<file path="src/niedgen_pkg.sv">
// Shared types and constants of the Niederreiter sequence generator.
`default_nettype none
package niedgen_pkg;

  localparam int IDX_W   = 63;
  localparam int DIM_W   = 8;
  localparam int NUM_W   = 64;
  localparam int REC_W   = 128;
  localparam int POLY_W  = 16;
  localparam logic [POLY_W-1:0] FIRST_POLY = 16'h0002;

  typedef enum logic [3:0] {
    S_IDLE,
    S_IRR_INIT,
    S_IRR_STEP,
    S_DIM_INIT,
    S_COL,
    S_MUL,
    S_SEED,
    S_REC,
    S_FIN_BUILD,
    S_QUERY,
    S_QDRAIN,
    S_DONE
  } ctrl_state_t;

  typedef struct packed {
    logic accept;
    logic irr_init;
    logic irr_step;
    logic build_start;
    logic dim_init;
    logic mul_init;
    logic mul_step;
    logic seed;
    logic rec_step;
    logic col_write;
    logic dim_next;
    logic set_ready;
    logic q_start;
    logic q_issue;
    logic out_load;
  } dp_cmd_t;

  typedef struct packed {
    logic table_ready;
    logic dim_bad;
    logic irr_done;
    logic u_is_e;
    logic mul_last;
    logic rec_done;
    logic col_last;
    logic dim_last;
    logic q_last;
    logic out_free;
  } dp_sts_t;

endpackage
`default_nettype wire

</file>
<file path="src/niedgen_ctrl.sv">
// Sequencer for table build and column-serial query.
`default_nettype none
module niedgen_ctrl
  import niedgen_pkg::*;
(
  input  wire logic    clk,
  input  wire logic    rst_n,
  input  wire logic    in_valid,
  output logic         in_ready,
  input  wire dp_sts_t sts,
  output dp_cmd_t      cmd
);

  ctrl_state_t state_r, state_nxt;

  always_ff @(posedge clk) begin
    if (!rst_n) state_r <= S_IDLE;
    else        state_r <= state_nxt;
  end

  always_comb begin
    state_nxt = state_r;
    cmd       = '0;
    in_ready  = 1'b0;
    unique case (state_r)
      S_IDLE: begin
        in_ready = 1'b1;
        if (in_valid) begin
          cmd.accept = 1'b1;
          state_nxt  = S_IRR_INIT;
          if (sts.table_ready) begin
            // Bad flag is only valid after capture; decide in next state.
            state_nxt = S_FIN_BUILD;
          end
        end
      end
      S_IRR_INIT: begin
        cmd.irr_init = 1'b1;
        state_nxt    = S_IRR_STEP;
      end
      S_IRR_STEP: begin
        if (sts.irr_done) begin
          cmd.build_start = 1'b1;
          state_nxt       = S_DIM_INIT;
        end else begin
          cmd.irr_step = 1'b1;
        end
      end
      S_DIM_INIT: begin
        cmd.dim_init = 1'b1;
        state_nxt    = S_COL;
      end
      S_COL: begin
        if (sts.u_is_e) begin
          cmd.mul_init = 1'b1;
          state_nxt    = S_MUL;
        end else begin
          cmd.col_write = 1'b1;
          if (sts.col_last) begin
            if (sts.dim_last) begin
              state_nxt = S_FIN_BUILD;
            end else begin
              cmd.dim_next = 1'b1;
              state_nxt    = S_DIM_INIT;
            end
          end
        end
      end
      S_MUL: begin
        cmd.mul_step = 1'b1;
        if (sts.mul_last) state_nxt = S_SEED;
      end
      S_SEED: begin
        cmd.seed  = 1'b1;
        state_nxt = S_REC;
      end
      S_REC: begin
        if (sts.rec_done) state_nxt = S_COL;
        else              cmd.rec_step = 1'b1;
      end
      S_FIN_BUILD: begin
        cmd.set_ready = 1'b1;
        if (sts.dim_bad) begin
          state_nxt = S_DONE;
        end else begin
          cmd.q_start = 1'b1;
          state_nxt   = S_QUERY;
        end
      end
      S_QUERY: begin
        cmd.q_issue = 1'b1;
        if (sts.q_last) state_nxt = S_QDRAIN;
      end
      S_QDRAIN: begin
        state_nxt = S_DONE;
      end
      S_DONE: begin
        if (sts.out_free) begin
          cmd.out_load = 1'b1;
          state_nxt    = S_IDLE;
        end
      end
      default: begin
        state_nxt = S_IDLE;
      end
    endcase
  end

endmodule
`default_nettype wire

</file>
<file path="config.mk">
export PLATFORM = sky130hd
export DESIGN_NAME = niedgen_ctrl
export DESIGN_NICKNAME = d
export VERILOG_FILES = /design/src/niedgen_pkg.sv /design/src/niedgen_ctrl.sv
export SDC_FILE = /design/constraint.sdc
export NUM_CORES = 1
export LEC_CHECK = 0
export BUFFER_PORTS_ARGS = -buffer_cell sky130_fd_sc_hd__buf_2
export CORE_AREA = 2 2 39 41
export DETAILED_ROUTE_END_ITERATION = 7
export DIE_AREA = 0 0 41 43
export PLACE_DENSITY_LB_ADDON = 0.08
export SETUP_SLACK_MARGIN = 0.2
export SYNTH_ARGS = -nofsm -noshare
export SYNTH_HDL_FRONTEND = slang
export SYNTH_SLANG_ARGS = --single-unit
</file>
<file path="constraint.sdc">
create_clock -name clk -period 3.05 [get_ports clk]
set_clock_uncertainty 0.15 [all_clocks]
set_input_delay 0.915 -clock clk [delete_from_list [all_inputs] [get_ports clk]]
set_output_delay 0.915 -clock clk [all_outputs]
set_load 0.01 [all_outputs]
</file>
==> summary by stage <==
Finish
Cells fill 48.0% of the core in the end. The area growth from synthesis to layout is 35.8%. Counting flops per register, the top entry is state_r. The antenna diode count is 0.

The largest registers in the layout are state_r x4. The final layout contains 114 nets. The register with the most flip-flops in the layout has 4 of them. The share of layout cells above drive strength 1 is 39.4%.

Pwr
The internal power component is 0.283 mW. The share of power burned in registers is 14.8%. The total power per unit cell area is 822 nW/um^2. The analysis attributes to cell leakage a power of 0.333 nW. IR analysis of the VDD net gives a maximum drop of 0.480 mV.

The combinational fraction of design power is 73.4%. The net load switching power is 0.263 mW. Of the total power, the share spent switching nets is 48.2%.

Per report_power, the clock group accounts for 11.8% of the total.

STA
Hold is met by 509 ps. In the final timing run, aggregate negative setup slack is 0 ps. The total count of hold-check failures in the final report came to 0. The achievable frequency is 0.379 GHz. Setup violations remaining at the end of the flow were counted as 0. The relative max-transition margin is 69.8%.

The post-route fraction of the period consumed by the critical path is 86.5%. The routed design could run at a clock period as short as 2640 ps. The final max-slew violation count is 0. Setup repair after global routing left no endpoint under its margin. At the pin with the least slew margin, the transition time is 452 ps.

Synth
The synthesized design contains 0 enable-type register cells. Counting flops with an async set or reset pin after synthesis yields a share of 0%. dfxtp_1 takes more of the synthesized area than any other cell.

The most used flip-flop cell after synthesis is dfxtp_1. By area the synthesized netlist is led by dfxtp_1 (16%), nor3_1 (7.2%), nand2_1 (6.9%). The total standard cell area after synthesis is 489 um^2. The sequential element share of the synthesized area is 16.4%. The average cell area after synthesis is 7.19 um^2. The total nets after synthesis is 81. The number of unique standard cell types used by synthesis is 28. Sorting the synthesized cells by how often they occur yields nand2_1 (9), nor2_1 (9), nor3_1 (7), dfxtp_1 (4), inv_1 (4). The top-area cell type share of the netlist area is 16.4%.

In this run, synthesis produced a sequential element count of 4. The total of warnings raised by yosys is 0. The instance count of the mapped netlist is 68.

Clock network
The number of buffers on the longest clock path is 2. In this run the post-CTS setup repair buffer count came out at 0. The CTS tree is built.

The number of clock buffers added by TritonCTS is 3. The count of hold buffers inserted by post-cts repair is 0. CTS saw 4 sinks. After clock tree synthesis, the clock-pin slew on the worst setup and hold paths is 30 ps.

CTS built an H-tree with a depth of 1. The total of cells resized after clock tree synthesis is 0. The clock reaches the later pin of the worst-skew pair after 230 ps. The root buffer cell is clkbuf_4.

GRT
The initial antenna violation count is 0. The global-route met3 utilization is 6.28%. The via count of the first global-routing pass was 506. The largest net degree at the start of global routing is 14. The most heavily used metal layer in global routing is met2. The overall fraction of global-route tracks in use is 16.8%. The first-pass GRT wire length is 2.07 mm. The met1 track demand over resource in global routing is 22.1%.

Summed over all layers, the global routing overflow is 0. For met2 alone, demand over resource in global routing was 26.6%.

Worst setup path
STA classifies the critical path endpoint as an output pin. In this run the worst setup path begins at sts[6]. The critical path data required time is 1980 ps. The signal on the critical path passes through buf_2, nor3_1, and2_1, buf_2. The cell occurring most often along the worst timing path is buf_2. The highest fanout seen on the critical path is 7. The setup slack of the most critical reg-to-reg path is 1250 ps. The arrival time at the worst endpoint is 1570 ps. The setup path with the least slack is of type input port to output pin. The critical path ends at cmd[4]. STA classifies the critical path startpoint as an input port.

The critical register-to-register path startpoint is state_r[3]. On the critical path, the stage with the largest delay is an instance of nor3_1. Counting cells, the worst reg-to-reg path comes to 5. The endpoint identified for the worst register-to-register timing path is state_r[1].

The biggest cell delay along the critical path is 240 ps.

Die
The height of the die is 43 um. Once the floorplan was initialized, standard cells occupied 35.4% of the core. The placeable core region is 1380 um^2. 29 I/O pins were placed.

The chip width is 41 um. The die covers 1760 um^2. Row generation in the floorplan step produced 14 rows.

Min path
Counting instances, the worst hold path has a depth of 3. The worst hold-check path type is flip-flop to flip-flop.

Route
The number of routed nets with antenna violations is 0. After detailed routing, the average wire length per cell comes to 12.1 um. The pre-antenna-repair detailed-routing pass consisted of 4 iterations. The total via count after detailed routing is 612. The routed design has 1.39 mm of wire. The DRC violation count after routing is 0. The number of design-rule violations left by the first detailed-router iteration is 12.

Using the TritonRoute via totals, the vias-per-cell ratio works out to 5.32.

Run status
The flow ran to the end, and the final reports show no timing, DRC or antenna violations.

Run
The max-cap check violation count is 0.

Placement
The wire-length estimate of the detail-placed layout is 1.09 mm. Input and output buffers added on the ports amount to 28. The final weighted congestion of routability-driven global placement is 0.801.
[how the worst min path moves through the flow]
| stage | startpoint | to | slack [ps] |
|---|---|---|---|
| 6_report | state_r[2] | state_r[2] | 510 |
| 2_1_floorplan | state_r[2] | state_r[2] | 490 |
| 4_1_cts | state_r[2] | state_r[2] | 510 |
| 3_5_place_dp | state_r[2] | state_r[2] | 500 |
| 3_3_place_gp | state_r[2] | state_r[2] | 500 |
| 5_1_grt | state_r[2] | state_r[2] | 550 |
[logic make-up (layout without fill, tap and decap cells)]
| kind of cell | Yosys count | in the layout | share of synthesized area, % |
|---|---|---|---|
| compound gates | 13 | 13 | 23.8 |
| buf+inv | 8 | 39 | 10.7 |
| flops | 4 | 4 | 16.4 |
| mux | 3 | 3 | 6.14 |
| simple gates | 40 | 40 | 43.0 |
[routing by layer]
| metal | wire length, um | up-vias |
|---|---|---|
| met5 | 0 | - |
| met4 | 0 | 0 |
| met3 | 58 | 0 |
| met2 | 673 | 15 |
| met1 | 659 | 281 |
| li1 | - | 316 |
[placed cells by master (no fill, tap or decap), types with 2 or more instances in the layout]
cell / instances
nor3_1: 7
and3_1: 3
o22ai_1: 3
mux2i_1: 3
a221oi_1: 2
clkbuf_4: 3
nand2_1: 9
dfxtp_1: 4
nand3_1: 2
nor2_1: 9
and2_1: 3
buf_2: 28
buf_4: 4
inv_1: 4
[power groups by stage]
| stage | combinational, mW | clock, mW | sequential [mW] |
|---|---|---|---|
| floorplan | 0.298 | 0 | 0.0879 |
| detailed placement | 0.404 | 0 | 0.0819 |
| global placement | 0.403 | 0 | 0.0819 |
| global route | 0.445 | 0.0739 | 0.0832 |
| CTS | 0.404 | 0.0673 | 0.0811 |
| finish | 0.401 | 0.0642 | 0.0808 |
[stage by stage]
| stage | power, mW | cells | cell area, um^2 | setup WS [ps] |
|---|---|---|---|---|
| 2_1_floorplan | 0.386 | 68 | 489 | 683 |
| 3_3_place_gp | 0.485 | 112 | 642 | 444 |
| 3_5_place_dp | 0.486 | 112 | 642 | 413 |
| 4_1_cts | 0.553 | 115 | 664 | 402 |
| 5_1_grt | 0.602 | 115 | 664 | 298 |
| 6_report | 0.546 | 115 | 664 | 410 |
[critical path, delay by kind of cell]
family,cells,cell delay (ps)
buf+inv,2,260
simple gates,2,390
[layout make-up]
type / instances / area (um^2)
multi-input cells: 56 / 357
clock buffers: 3 / 22.5
fillers: 153 / 719
inverters: 4 / 15.0
repair buffers: 32 / 170
well taps: 16 / 20.0
flip-flops and latches: 4 / 80.1
(Power assumes the default switching activity.)
